<file path="src/hw/rtl/tlc_pkg.sv">
// Shared constants for the trajectory limit checker.
`default_nettype none

package tlc_pkg;

    localparam int TIME_W   = 24;
    localparam int VAL_W    = 16;
    localparam int BOUND_W  = 15;
    localparam int STATUS_W = 3;
    localparam int IDX_W    = 3;
    localparam int IN_DATA_W  = 72;
    localparam int OUT_DATA_W = 8;

    localparam int MUL_A_W = 33;
    localparam int MUL_B_W = 25;
    localparam int MUL_P_W = MUL_A_W + MUL_B_W;

    localparam logic signed [TIME_W-1:0] TIME_LIMIT_MS = 24'sd8000;
    localparam logic signed [MUL_B_W-1:0] MS_PER_S = 25'sd1000;

    localparam logic [IDX_W-1:0] REG_SPEED_LOW       = 3'd0;
    localparam logic [IDX_W-1:0] REG_SPEED_HIGH      = 3'd1;
    localparam logic [IDX_W-1:0] REG_ACCEL_LOW       = 3'd2;
    localparam logic [IDX_W-1:0] REG_ACCEL_HIGH      = 3'd3;
    localparam logic [IDX_W-1:0] REG_CURVATURE_BOUND = 3'd4;
    localparam logic [IDX_W-1:0] REG_JERK_LOW        = 3'd5;
    localparam logic [IDX_W-1:0] REG_JERK_HIGH       = 3'd6;
    localparam logic [IDX_W-1:0] REG_LAT_ACCEL_BOUND = 3'd7;

    localparam logic signed [VAL_W-1:0] SPEED_LOW_RST  = -16'sd26;
    localparam logic signed [VAL_W-1:0] SPEED_HIGH_RST = 16'sd10240;
    localparam logic signed [VAL_W-1:0] ACCEL_LOW_RST  = -16'sd1152;
    localparam logic signed [VAL_W-1:0] ACCEL_HIGH_RST = 16'sd1024;
    localparam logic [BOUND_W-1:0]      CURV_BOUND_RST = 15'd811;
    localparam logic signed [VAL_W-1:0] JERK_LOW_RST   = -16'sd1024;
    localparam logic signed [VAL_W-1:0] JERK_HIGH_RST  = 16'sd512;
    localparam logic [BOUND_W-1:0]      LAT_BOUND_RST  = 15'd1024;

    localparam logic [1:0] FF_NONE  = 2'd0;
    localparam logic [1:0] FF_SPEED = 2'd1;
    localparam logic [1:0] FF_ACCEL = 2'd2;
    localparam logic [1:0] FF_CURV  = 2'd3;

    localparam logic [1:0] PF_NONE = 2'd0;
    localparam logic [1:0] PF_JERK = 2'd1;
    localparam logic [1:0] PF_LAT  = 2'd2;

    localparam logic [STATUS_W-1:0] ST_VALID = 3'd0;
    localparam logic [STATUS_W-1:0] ST_PAIR_BASE = 3'd3;

endpackage

`default_nettype wire

</file>
<file path="src/hw/rtl/tlc_mul.sv">
// Shared signed multiplier with a registered product.
`default_nettype none

module tlc_mul (
    input  wire logic                                 i_clk,
    input  wire logic signed [tlc_pkg::MUL_A_W-1:0]   i_a,
    input  wire logic signed [tlc_pkg::MUL_B_W-1:0]   i_b,
    output logic signed [tlc_pkg::MUL_P_W-1:0]        o_prod
);

    logic signed [tlc_pkg::MUL_P_W-1:0] r_prod;

    always_ff @(posedge i_clk) begin
        r_prod <= i_a * i_b;
    end

    assign o_prod = r_prod;

endmodule

`default_nettype wire

</file>
<file path="src/hw/rtl/trajectory_limit_checker_core.sv">
// Top level of the trajectory limit checker.
//
// Points arrive one per input transfer; tlast marks the final point of a trajectory, and
// only that point produces an output transfer carrying the status code (0 valid, 1 speed,
// 2 accel, 3 curvature, 4 jerk, 5 lateral accel). Speed, acceleration and curvature
// bounds are compared in the cycle a point is accepted. The jerk and lateral-acceleration
// checks on a pair of points run on one registered multiplier under a small sequencer:
// with no pair check a point goes to the final step, else the sequencer forms the
// acceleration difference, the low and high jerk products and the jerk check and, if that
// passes, the v*v and v*v*kappa products and the lateral check. A last point also waits
// in the final step while the previous status transfer is held at the output; the input
// is not ready while a point is in work. Configuration writes are accepted at any time
// outside reset but must only be made while no trajectory is in progress.
`default_nettype none

module trajectory_limit_checker_core (
    input  wire logic                                i_clk,
    input  wire logic                                i_rst_n,
    // tdata: point_time[23:0], speed[39:24], accel[55:40], curvature[71:56]
    input  wire logic                                i_s_tvalid,
    output logic                                     o_s_tready,
    input  wire logic [tlc_pkg::IN_DATA_W-1:0]       i_s_tdata,
    input  wire logic                                i_s_tlast,
    // tdata: status[2:0], zeros above
    output logic                                     o_m_tvalid,
    input  wire logic                                i_m_tready,
    output logic [tlc_pkg::OUT_DATA_W-1:0]           o_m_tdata,
    input  wire logic                                i_cfg_valid,
    output logic                                     o_cfg_ready,
    input  wire logic [tlc_pkg::IDX_W-1:0]           i_cfg_index,
    input  wire logic [tlc_pkg::VAL_W-1:0]           i_cfg_data
);

    localparam logic [3:0] S_IDLE = 4'd0;
    localparam logic [3:0] S_DA   = 4'd1;
    localparam logic [3:0] S_JL   = 4'd2;
    localparam logic [3:0] S_JH   = 4'd3;
    localparam logic [3:0] S_JCHK = 4'd4;
    localparam logic [3:0] S_VV   = 4'd5;
    localparam logic [3:0] S_LAT  = 4'd6;
    localparam logic [3:0] S_LCHK = 4'd7;
    localparam logic [3:0] S_FIN  = 4'd8;

    // Configuration registers.
    logic signed [tlc_pkg::VAL_W-1:0] r_speed_low, r_speed_high, r_accel_low, r_accel_high;
    logic signed [tlc_pkg::VAL_W-1:0] r_jerk_low, r_jerk_high;
    logic [tlc_pkg::BOUND_W-1:0]      r_curv_bound, r_lat_bound;

    // Trajectory state.
    logic [3:0] r_state, n_state;
    logic signed [tlc_pkg::TIME_W-1:0] r_prev_time, n_prev_time;
    logic signed [tlc_pkg::VAL_W-1:0]  r_prev_accel, n_prev_accel;
    logic r_have_prev, n_have_prev;
    logic r_past_limit, n_past_limit;
    logic r_pair_stop, n_pair_stop;
    logic [1:0] r_first_fault, n_first_fault;
    logic [1:0] r_pair_fault, n_pair_fault;
    logic r_out_valid, n_out_valid;
    logic [tlc_pkg::STATUS_W-1:0] r_status, n_status;

    // Per-point working registers.
    logic signed [tlc_pkg::MUL_B_W-1:0] r_dt;
    logic signed [tlc_pkg::VAL_W:0]     r_dd;
    logic signed [tlc_pkg::VAL_W-1:0]   r_v, r_k;
    logic r_last;
    logic r_pair_go;
    logic signed [27:0] r_da;
    logic signed [40:0] r_jl;

    logic s_accept;
    logic signed [tlc_pkg::TIME_W-1:0] s_t;
    logic signed [tlc_pkg::VAL_W-1:0]  s_v, s_a, s_k;
    logic s_beyond;
    logic signed [tlc_pkg::VAL_W:0] s_curv_hi, s_curv_lo, s_k_ext;
    logic signed [tlc_pkg::MUL_A_W-1:0] s_op_a;
    logic signed [tlc_pkg::MUL_B_W-1:0] s_op_b;
    logic signed [tlc_pkg::MUL_P_W-1:0] s_prod;
    logic signed [40:0] s_da_ext, s_jh;
    logic s_jerk_fault;
    logic signed [46:0] s_lat, s_lim;
    logic s_lat_fault;
    logic s_out_free;

    assign o_s_tready  = i_rst_n && (r_state == S_IDLE);
    assign s_accept    = i_s_tvalid && o_s_tready;
    assign o_cfg_ready = i_rst_n;
    assign o_m_tvalid  = r_out_valid;
    assign o_m_tdata   = {{(tlc_pkg::OUT_DATA_W - tlc_pkg::STATUS_W){1'b0}}, r_status};

    assign s_t = i_s_tdata[23:0];
    assign s_v = i_s_tdata[39:24];
    assign s_a = i_s_tdata[55:40];
    assign s_k = i_s_tdata[71:56];
    assign s_beyond = (s_t > tlc_pkg::TIME_LIMIT_MS);

    assign s_k_ext   = {s_k[tlc_pkg::VAL_W-1], s_k};
    assign s_curv_hi = {2'b00, r_curv_bound};
    assign s_curv_lo = -s_curv_hi;

    tlc_mul u_mul (
        .i_clk  (i_clk),
        .i_a    (s_op_a),
        .i_b    (s_op_b),
        .o_prod (s_prod)
    );

    always_comb begin
        s_op_a = '0;
        s_op_b = '0;
        case (r_state)
            S_DA: begin
                s_op_a = {{16{r_dd[16]}}, r_dd};
                s_op_b = tlc_pkg::MS_PER_S;
            end
            S_JL: begin
                s_op_a = {{17{r_jerk_low[15]}}, r_jerk_low};
                s_op_b = r_dt;
            end
            S_JH: begin
                s_op_a = {{17{r_jerk_high[15]}}, r_jerk_high};
                s_op_b = r_dt;
            end
            S_VV: begin
                s_op_a = {{17{r_v[15]}}, r_v};
                s_op_b = {{9{r_v[15]}}, r_v};
            end
            S_LAT: begin
                s_op_a = s_prod[tlc_pkg::MUL_A_W-1:0];
                s_op_b = {{9{r_k[15]}}, r_k};
            end
            default: begin
                s_op_a = '0;
                s_op_b = '0;
            end
        endcase
    end

    assign s_da_ext = {{13{r_da[27]}}, r_da};
    assign s_jh     = s_prod[40:0];
    assign s_jerk_fault = (r_dt <= 0) || (s_da_ext < r_jl) || (s_da_ext > s_jh);

    assign s_lat = s_prod[46:0];
    assign s_lim = {12'd0, r_lat_bound, 20'd0};
    assign s_lat_fault = (s_lat > s_lim) || (s_lat < -s_lim);

    assign s_out_free = !r_out_valid || i_m_tready;

    always_comb begin
        n_state       = r_state;
        n_prev_time   = r_prev_time;
        n_prev_accel  = r_prev_accel;
        n_have_prev   = r_have_prev;
        n_past_limit  = r_past_limit;
        n_pair_stop   = r_pair_stop;
        n_first_fault = r_first_fault;
        n_pair_fault  = r_pair_fault;
        n_out_valid   = r_out_valid && !i_m_tready;
        n_status      = r_status;

        case (r_state)
            S_IDLE: begin
                if (s_accept) begin
                    if (!r_past_limit) begin
                        if (s_beyond) begin
                            n_past_limit = 1'b1;
                        end else if (r_first_fault == tlc_pkg::FF_NONE) begin
                            if (s_v < r_speed_low || s_v > r_speed_high) begin
                                n_first_fault = tlc_pkg::FF_SPEED;
                            end else if (s_a < r_accel_low || s_a > r_accel_high) begin
                                n_first_fault = tlc_pkg::FF_ACCEL;
                            end else if (s_k_ext < s_curv_lo || s_k_ext > s_curv_hi) begin
                                n_first_fault = tlc_pkg::FF_CURV;
                            end
                        end
                    end
                    if (r_have_prev && !r_pair_stop && s_beyond) begin
                        n_pair_stop = 1'b1;
                    end
                    n_prev_time  = s_t;
                    n_prev_accel = s_a;
                    n_have_prev  = 1'b1;
                    if (r_have_prev && !r_pair_stop && !s_beyond &&
                        r_pair_fault == tlc_pkg::PF_NONE) begin
                        n_state = S_DA;
                    end else begin
                        n_state = S_FIN;
                    end
                end
            end
            S_DA:   n_state = S_JL;
            S_JL:   n_state = S_JH;
            S_JH:   n_state = S_JCHK;
            S_JCHK: begin
                if (s_jerk_fault) begin
                    n_pair_fault = tlc_pkg::PF_JERK;
                    n_state = S_FIN;
                end else begin
                    n_state = S_VV;
                end
            end
            S_VV:   n_state = S_LAT;
            S_LAT:  n_state = S_LCHK;
            S_LCHK: begin
                if (s_lat_fault) begin
                    n_pair_fault = tlc_pkg::PF_LAT;
                end
                n_state = S_FIN;
            end
            S_FIN: begin
                if (!r_last) begin
                    n_state = S_IDLE;
                end else if (s_out_free) begin
                    n_out_valid = 1'b1;
                    if (r_first_fault != tlc_pkg::FF_NONE) begin
                        n_status = {1'b0, r_first_fault};
                    end else if (r_pair_fault != tlc_pkg::PF_NONE) begin
                        n_status = tlc_pkg::ST_PAIR_BASE + {1'b0, r_pair_fault};
                    end else begin
                        n_status = tlc_pkg::ST_VALID;
                    end
                    n_prev_time   = '0;
                    n_prev_accel  = '0;
                    n_have_prev   = 1'b0;
                    n_past_limit  = 1'b0;
                    n_pair_stop   = 1'b0;
                    n_first_fault = tlc_pkg::FF_NONE;
                    n_pair_fault  = tlc_pkg::PF_NONE;
                    n_state = S_IDLE;
                end
            end
            default: n_state = S_IDLE;
        endcase
    end

    always_ff @(posedge i_clk) begin
        if (!i_rst_n) begin
            r_state       <= S_IDLE;
            r_prev_time   <= '0;
            r_prev_accel  <= '0;
            r_have_prev   <= 1'b0;
            r_past_limit  <= 1'b0;
            r_pair_stop   <= 1'b0;
            r_first_fault <= tlc_pkg::FF_NONE;
            r_pair_fault  <= tlc_pkg::PF_NONE;
            r_out_valid   <= 1'b0;
            r_status      <= tlc_pkg::ST_VALID;
        end else begin
            r_state       <= n_state;
            r_prev_time   <= n_prev_time;
            r_prev_accel  <= n_prev_accel;
            r_have_prev   <= n_have_prev;
            r_past_limit  <= n_past_limit;
            r_pair_stop   <= n_pair_stop;
            r_first_fault <= n_first_fault;
            r_pair_fault  <= n_pair_fault;
            r_out_valid   <= n_out_valid;
            r_status      <= n_status;
        end
    end

    always_ff @(posedge i_clk) begin
        if (!i_rst_n) begin
            r_speed_low  <= tlc_pkg::SPEED_LOW_RST;
            r_speed_high <= tlc_pkg::SPEED_HIGH_RST;
            r_accel_low  <= tlc_pkg::ACCEL_LOW_RST;
            r_accel_high <= tlc_pkg::ACCEL_HIGH_RST;
            r_curv_bound <= tlc_pkg::CURV_BOUND_RST;
            r_jerk_low   <= tlc_pkg::JERK_LOW_RST;
            r_jerk_high  <= tlc_pkg::JERK_HIGH_RST;
            r_lat_bound  <= tlc_pkg::LAT_BOUND_RST;
        end else if (i_cfg_valid && o_cfg_ready) begin
            case (i_cfg_index)
                tlc_pkg::REG_SPEED_LOW:       r_speed_low  <= i_cfg_data;
                tlc_pkg::REG_SPEED_HIGH:      r_speed_high <= i_cfg_data;
                tlc_pkg::REG_ACCEL_LOW:       r_accel_low  <= i_cfg_data;
                tlc_pkg::REG_ACCEL_HIGH:      r_accel_high <= i_cfg_data;
                tlc_pkg::REG_CURVATURE_BOUND: r_curv_bound <= i_cfg_data[14:0];
                tlc_pkg::REG_JERK_LOW:        r_jerk_low   <= i_cfg_data;
                tlc_pkg::REG_JERK_HIGH:       r_jerk_high  <= i_cfg_data;
                tlc_pkg::REG_LAT_ACCEL_BOUND: r_lat_bound  <= i_cfg_data[14:0];
                default: ;
            endcase
        end
    end

    always_ff @(posedge i_clk) begin
        if (s_accept) begin
            r_dt <= {s_t[23], s_t} - {r_prev_time[23], r_prev_time};
            r_dd <= {s_a[15], s_a} - {r_prev_accel[15], r_prev_accel};
            r_v    <= s_v;
            r_k    <= s_k;
            r_last <= i_s_tlast;
            r_pair_go <= r_have_prev && !r_pair_stop && !s_beyond;
        end
        if (r_state == S_JL) begin
            r_da <= s_prod[27:0];
        end
        if (r_state == S_JH && r_pair_go) begin
            r_jl <= s_prod[40:0];
        end
    end

endmodule

`default_nettype wire
</file>
<file path="config.mk">
export PLATFORM = sky130hd
export DESIGN_NAME = trajectory_limit_checker_core
export DESIGN_NICKNAME = d
export VERILOG_FILES = /design/src/hw/rtl/tlc_pkg.sv /design/src/hw/rtl/tlc_mul.sv /design/src/hw/rtl/trajectory_limit_checker_core.sv
export SDC_FILE = /design/constraint.sdc
export NUM_CORES = 2
export LEC_CHECK = 0
export ABC_CLOCK_PERIOD_IN_PS = 9590
export BUFFER_PORTS_ARGS = -buffer_cell sky130_fd_sc_hd__buf_4
export CAP_MARGIN = 20
export CORE_MARGIN = 1
export CORE_UTILIZATION = 50
export CTS_CLUSTER_DIAMETER = 120
export DETAILED_ROUTE_END_ITERATION = 10
export PLACE_DENSITY = 0.62
export RECOVER_POWER = 50
export SYNTH_ARGS = -nofsm -noshare
export SYNTH_HDL_FRONTEND = slang
export SYNTH_SLANG_ARGS = --single-unit
export TNS_END_PERCENT = 20
</file>
<file path="constraint.sdc">
create_clock -name i_clk -period 9.59 [get_ports i_clk]
set_input_delay 2.877 -clock i_clk [delete_from_list [all_inputs] [get_ports i_clk]]
set_output_delay 2.877 -clock i_clk [all_outputs]
set_load 0.02 [all_outputs]
</file>
After elaboration in Yosys (flattened, before gate mapping)
Cells that the tools add are included.
Widths: inputs -> output; s select.
{"block": "word_totals", "ff_bits": 373, "latch_bits": 0, "mem_bits_rw": 0, "romBits": 0, "inputBits": 97, "out_inout_bits": 11, "wordCells": 159, "n_memories": 0}
{"block": "op_classes", "n_addsub": 5, "mul": 1, "div_mod_pow": 0, "order_cmp": 12, "eq_ne": 26, "n_shift": 0, "muxes": 45, "n_bitwise": 0, "n_reduce_logical": 43}
{"operator": "$pmux 33 s5", "n": 1}
{"operator": "$pmux 25 s4", "n": 1}
{"operator": "$mux 24", "n": 3}
{"operator": "$gt 16x16->1", "n": 3}
{"operator": "$mux 16", "n": 3}
{"operator": "$pmux 24 s2", "n": 1}
{"operator": "$gt 47x36->1", "n": 1}
{"operator": "$lt 47x47->1", "n": 1}
{"operator": "$mul 33x25->47", "n": 1}
{"operator": "$neg 35->47", "n": 1}
{"operator": "$gt 28x41->1", "n": 1}
{"operator": "$lt 28x41->1", "n": 1}
{"operator": "$pmux 4 s9", "n": 1}
{"operator": "$lt 16x16->1", "n": 2}
{"operator": "$pmux 16 s2", "n": 1}
{"operator": "$le 25x1->1 const B", "n": 1}
{"operator": "$sub 24x24->25", "n": 1}
{"operator": "$gt 24x14->1 const B", "n": 1}
{"operator": "$mux 2", "n": 11}
{"operator": "$mux 4", "n": 5}
{"operator": "$reduce_and 2->1", "n": 9}
{"operator": "$lt 16x17->1", "n": 1}
{"operator": "$neg 15->17", "n": 1}
{"operator": "$sub 16x16->17", "n": 1}
{"operator": "other kinds (30)", "n": 79}

Longest topological paths before layout
{"block": "depth", "word_depth": 11, "ltp_mapped": 34, "depth_no_buf": 29}

Cells and area by module
From an unflattened synthesis, not the netlist that was laid out.
{"block": "hier_totals", "hier_cells": 5388, "area_unflattened_um2": 49677.6}
{"module": "tlc_mul", "n_inst": 1, "cells_per_inst": 3194, "area_per_inst_um2": 29930.0, "seq_area_each_um2": 1161.1}
{"module": "trajectory_limit_checker_core", "n_inst": 1, "cells_per_inst": 2194, "area_per_inst_um2": 19747.7, "seq_area_each_um2": 7977.7}

Worst setup path after synthesis
OpenSTA, ideal clock, no wires.
{"block": "synth_timing", "path_kind": "register -> register", "start": "reg r_state[3]", "end": "reg u_mul.r_prod (netlist bit u_mul.o_prod[44])", "setup_time_ns": 0.123, "arrival_time_ns": 8.520, "t_required_ns": 9.467, "setup_slack_ns": 0.948, "path_stages_with_launch": 32, "n_path_buf": 3, "period_less_slack_ns": 8.642, "path_cell_list": "dfxtp_1 > buf_6 > nor4b_4 > clkbuf_1 > a22oi_1 > nand4_1 > clkbuf_1 > nand2_1 > fa_1 > inv_1 > fa_1 > inv_1 > fa_1 > inv_1 > fa_1 > inv_1 > fa_1 > inv_1 > fa_1 > inv_1 > fa_1 > inv_1 > ha_1 > inv_1 > nor3_1 > nand4_1 > or3_1 > a31oi_1 > a21oi_1 > nor4_1 > a211oi_1 > xnor2_1"}
{"block": "synth_via", "elab_chain_cells": 4, "word_cells_on_any_way": 9, "cone_classes": "mul (1); eq/ne (5); mux (2); reduce/logical (1)"}
{"item": "start: declaration", "line_no": "trajectory_limit_checker_core.sv:50", "text": "logic [3:0] r_state, n_state;"}
{"item": "start signal: assignment", "line_no": "trajectory_limit_checker_core.sv:248", "text": "r_state <= n_state;"}
{"item": "$eq 4x2->1", "line_no": "trajectory_limit_checker_core.sv:110", "text": "case (r_state)"}
{"item": "$reduce_or 2->1 (no source line)"}
{"item": "$pmux 25 s4", "line_no": "trajectory_limit_checker_core.sv:110"}
{"item": "$mul 33x25->47 *", "line_no": "tlc_mul.sv:14", "text": "r_prod <= i_a * i_b;"}
{"item": "end signal: assignment", "line_no": "tlc_mul.sv:14"}
{"item": "end: declaration", "line_no": "tlc_mul.sv:11", "text": "logic signed [tlc_pkg::MUL_P_W-1:0] r_prod;"}
Every way passes the cells marked *; elsewhere a longest branch is shown, timed or not.
A chain may end at the register's enable or synchronous reset.

Worst setup path after layout
{"block": "layout_timing", "start": "reg r_state[2]", "end": "reg u_mul.r_prod (netlist bit u_mul.o_prod[45])"}
The elaborated chain is that of the path after synthesis.

==> flow_summary_export.csv <==
group,metric,value,unit
placement,gp_congestion,1.02,
final_layout,fin_nets,6358,
power,irDropWorstVdd,133,uV
setup_path,start_kind,"flop",
routing,drc,0,
worst_hold_path,hold-path-endpoint,"r_speed_high[9]",
logic_synthesis,netlist_top_cells_area,"fa_1 (31%), ha_1 (11%), dfxtp_1 (10%)",
routing,wl_met2,64.5,mm
logic_synthesis,yosysUniqueCellTypes,80,
sta,post-route-period-util,96.1,%
clock_tree,cts_tree,"yes",
setup_path,critical_path_required,10050,ps
final_layout,drive_above_1_share,5.46,%
floorplanning,core.rowCount,109,
final_layout,multi_input_comb_area,31600,sq um
global_route,track_usage,33.7,%
floorplanning,dieArea,91400,sq um
logic_synthesis,ys_warn_count,0,
global_route,antenna_found_initial,2,
floorplanning,dieHeight,302,um
clock_tree,cts_made_buffers,42,
global_route,grt_pass1_wl,227,mm
global_route,grt_max_degree,85,
clock_tree,cts.sinks,373,
routing,wl_per_cell,23.7,um
logic_synthesis,synth_most_common_cell,"inv_1",
logic_synthesis,ys_seq_area_share,19.8,%
sta,period_needed,9210,ps
routing,drt_iter0_markers,3481,
setup_path,reg2reg_depth,26,
clock_tree,clk_path_buf_depth,3,
final_layout,final_util,55.0,%
routing,num_vias,36100,
routing,routed_wl,150,mm
job,drv_cap,2,
clock_tree,clk_pin_slew,60,ps
sta,fin_tns_setup,0,ps
sta,max_freq,109,MHz
power,total_leakage_power,22.4,nW
logic_synthesis,synthDominantCellAreaShare,31.4,%
floorplanning,start_util,50.7,%
logic_synthesis,syn_inst,5090,
floorplanning,core,88900,sq um
logic_synthesis,synth_edf_count,145,
routing,viasPerCell,5.69,
floorplanning,io_pins,108,
setup_path,r2r_start,"r_state[2]",
routing,top_layer,"met5",
setup_path,end_kind,"flop",
sta,final_hold_viol_count,0,
logic_synthesis,async_flop_share,0,%
floorplanning,die_w,302,um
clock_tree,clk_latency,610,ps
logic_synthesis,synthTopCellsByCount,"inv_1 (988), nand2_1 (743), fa_1 (708), nor2_1 (524), ha_1 (403)",
setup_path,critPathKind,"reg2reg",
logic_synthesis,synth.avg_cell_area,8.86,sq um
power,pwr_density_cell,82.6,nW/um^2
placement,pre_cts_ws,337,ps
worst_hold_path,holdPathStages,2,
setup_path,r2r_setup_slack,380,ps
placement,port_buffers,102,
clock_tree,h-tree-depth,2,
routing,wl_met3,15.8,mm
sta,slew_headroom,-96.3,%
sta,setup_viol,0,
routing,ant_nets,0,
sta,slew_viol_final,78,
global_route,grt_pass1_vias,35900,
setup_path,reg2reg_to,"u_mul.o_prod[45]",
logic_synthesis,synthesis.area,45100,sq um
power,power,4.04,mW
clock_tree,cts-root-buf,"clkbuf_16",
routing,drt-met1-wl,63.3,mm
final_layout,synthToLayoutAreaGrowth,8.36,%
placement,hpwl,120,mm
logic_synthesis,synth_seq_cells,373,
final_layout,seq_area,8920,sq um
global_route,grt_overflow,0,
logic_synthesis,synthFlopType,"dfxtp_1",
run_status,outcome,"complete, but fails checks",
placement,dpl.cell_count,6268,
final_layout,fillers,8273,
sta,tightestPinTransition,2940,ps
logic_synthesis,synth_top_area_cell,"fa_1",
sta,clock_skew,29.8,ps
worst_hold_path,hold_path.class,"reg2reg",
setup_path,cp_data_arrival_time,9670,ps
worst_hold_path,hp-start,"r_speed_high[9]",
final_layout,final_cells,6350,
sta,rsz0062_at_grt,"false",
run_status,violations,"max-capacitance violations, max-slew violations",
setup_path,cp_max_fo,21,
sta,fin_ws,379,ps
routing,drt_first_pass_iters,7,
## layer usage
layer / global-route usage (%) / vias up
li1: - / 16200
met1: 47.3 / 17800
met3: 7.66 / 346
met5: 0 / -
met4: 13.0 / 2
met2: 50.7 / 1750
## report_power, final
| group | total (mW) | switching, mW | leakage [nW] | internal (mW) |
|---|---|---|---|---|
| Sequential | 1.76 | 0.0528 | 3.18 | 1.70 |
| Combinational | 0.528 | 0.344 | 18.5 | 0.184 |
| Clock | 1.75 | 0.728 | 0.708 | 1.02 |
| Total | 4.04 | 1.12 | 22.4 | 2.91 |
## sequential cells by signal (all words and copies together), names as in the netlist, 4 cells and up
signal,cells
r_accel_low,16
r_prev_time,24
r_curv_bound,15
r_speed_low,16
r_jerk_high,16
r_jerk_low,16
r_k,16
r_v,16
r_speed_high,16
r_state,4
r_jl,41
r_prev_accel,16
r_dt,25
r_da,28
r_accel_high,16
r_dd,17
r_lat_bound,15
u_mul.o_prod,47
## repair_timing
action	in CTS	in global routing
resized for setup	0	2
hold buffers	0	0
endpoints found under the setup margin	0	6
setup buffers	0	2
## cell usage in the layout, fill, tap and decap left out, types with 12 or more instances in the layout
master / netlist / final
a211oi_1: 28 / 27
a21o_1: 100 / 100
a21oi_1: 222 / 222
a22oi_1: 61 / 61
a31oi_1: 13 / 12
and3_1: 21 / 21
and4_1: 18 / 18
buf_4: 7 / 183
clkbuf_1: 179 / 57
clkbuf_16: 0 / 43
dfxtp_1: 228 / 228
edfxtp_1: 145 / 145
fa_1: 708 / 708
ha_1: 403 / 403
inv_1: 988 / 988
nand2_1: 743 / 743
nand2b_1: 25 / 25
nand3_1: 45 / 45
nand4_1: 59 / 59
nor2_1: 524 / 523
nor2b_1: 23 / 23
nor3_1: 47 / 47
nor4_1: 27 / 27
o211ai_1: 46 / 46
o21a_1: 28 / 28
o21ai_0: 74 / 74
or3_1: 13 / 13
xnor2_1: 106 / 106
xor2_1: 21 / 21
## worst max-delay path by stage
stage,startpoint,end,slack [ps],depth (start not counted)
after global placement,r_state[2],u_mul.o_prod[44],510,28
after CTS,r_state[2],u_mul.o_prod[44],350,27
final,r_state[2],u_mul.o_prod[45],380,26
after detailed placement,r_state[2],u_mul.o_prod[44],340,27
after global routing,r_state[2],u_mul.o_prod[45],40,26
after floorplan,r_state[3],u_mul.o_prod[44],950,31
## layout make-up
class / instances / share of cell area [%]
flip-flops and latches: 373 / 18.3
clock inverters: 27 / 0.781
clock buffers: 51 / 2.26
well taps: 1165 / 2.98
diodes: 1 / 0.00512
multi-input cells: 3505 / 64.7
inverters: 989 / 7.60
repair buffers: 239 / 3.45
## worst max-delay path: stages (launching register included)
cell	delay, ps
dfxtp_1	700
and4bb_2	690
a22o_1	230
buf_4	240
a21o_1	510
nand2_1	160
fa_1	570
inv_1	90
fa_1	530
inv_1	70
fa_1	530
inv_1	50
fa_1	490
fa_1	440
fa_1	490
inv_1	50
fa_1	470
inv_1	50
ha_1	370
nand2_1	70
o21ai_0	450
a31oi_1	90
o21ai_0	170
o41a_1	450
o2111ai_1	290
a31o_2	350
o311ai_0	450
## logic make-up after synthesis
family	count (synthesis)	share of synthesized area (%)
XOR/XNOR	128	2.52
buffers and inverters	1216	10.3
other	1	0.00832
multiplexers	4	0.0916
AO/OA/AOI/OAI	671	9.73
AND/OR/NAND/NOR	1586	15.0
adder cells (fa/ha/maj)	1111	42.6
flip-flops	373	19.8
## through the flow
step / hold WS (ps) / area, sq um
after floorplan: 434 / 45100
after global placement: 443 / 47500
after detailed placement: 447 / 47500
after CTS: 455 / 49000
after global routing: 471 / 48900
final: 453 / 48900
Note: power is estimated with default switching activity, not from simulation.
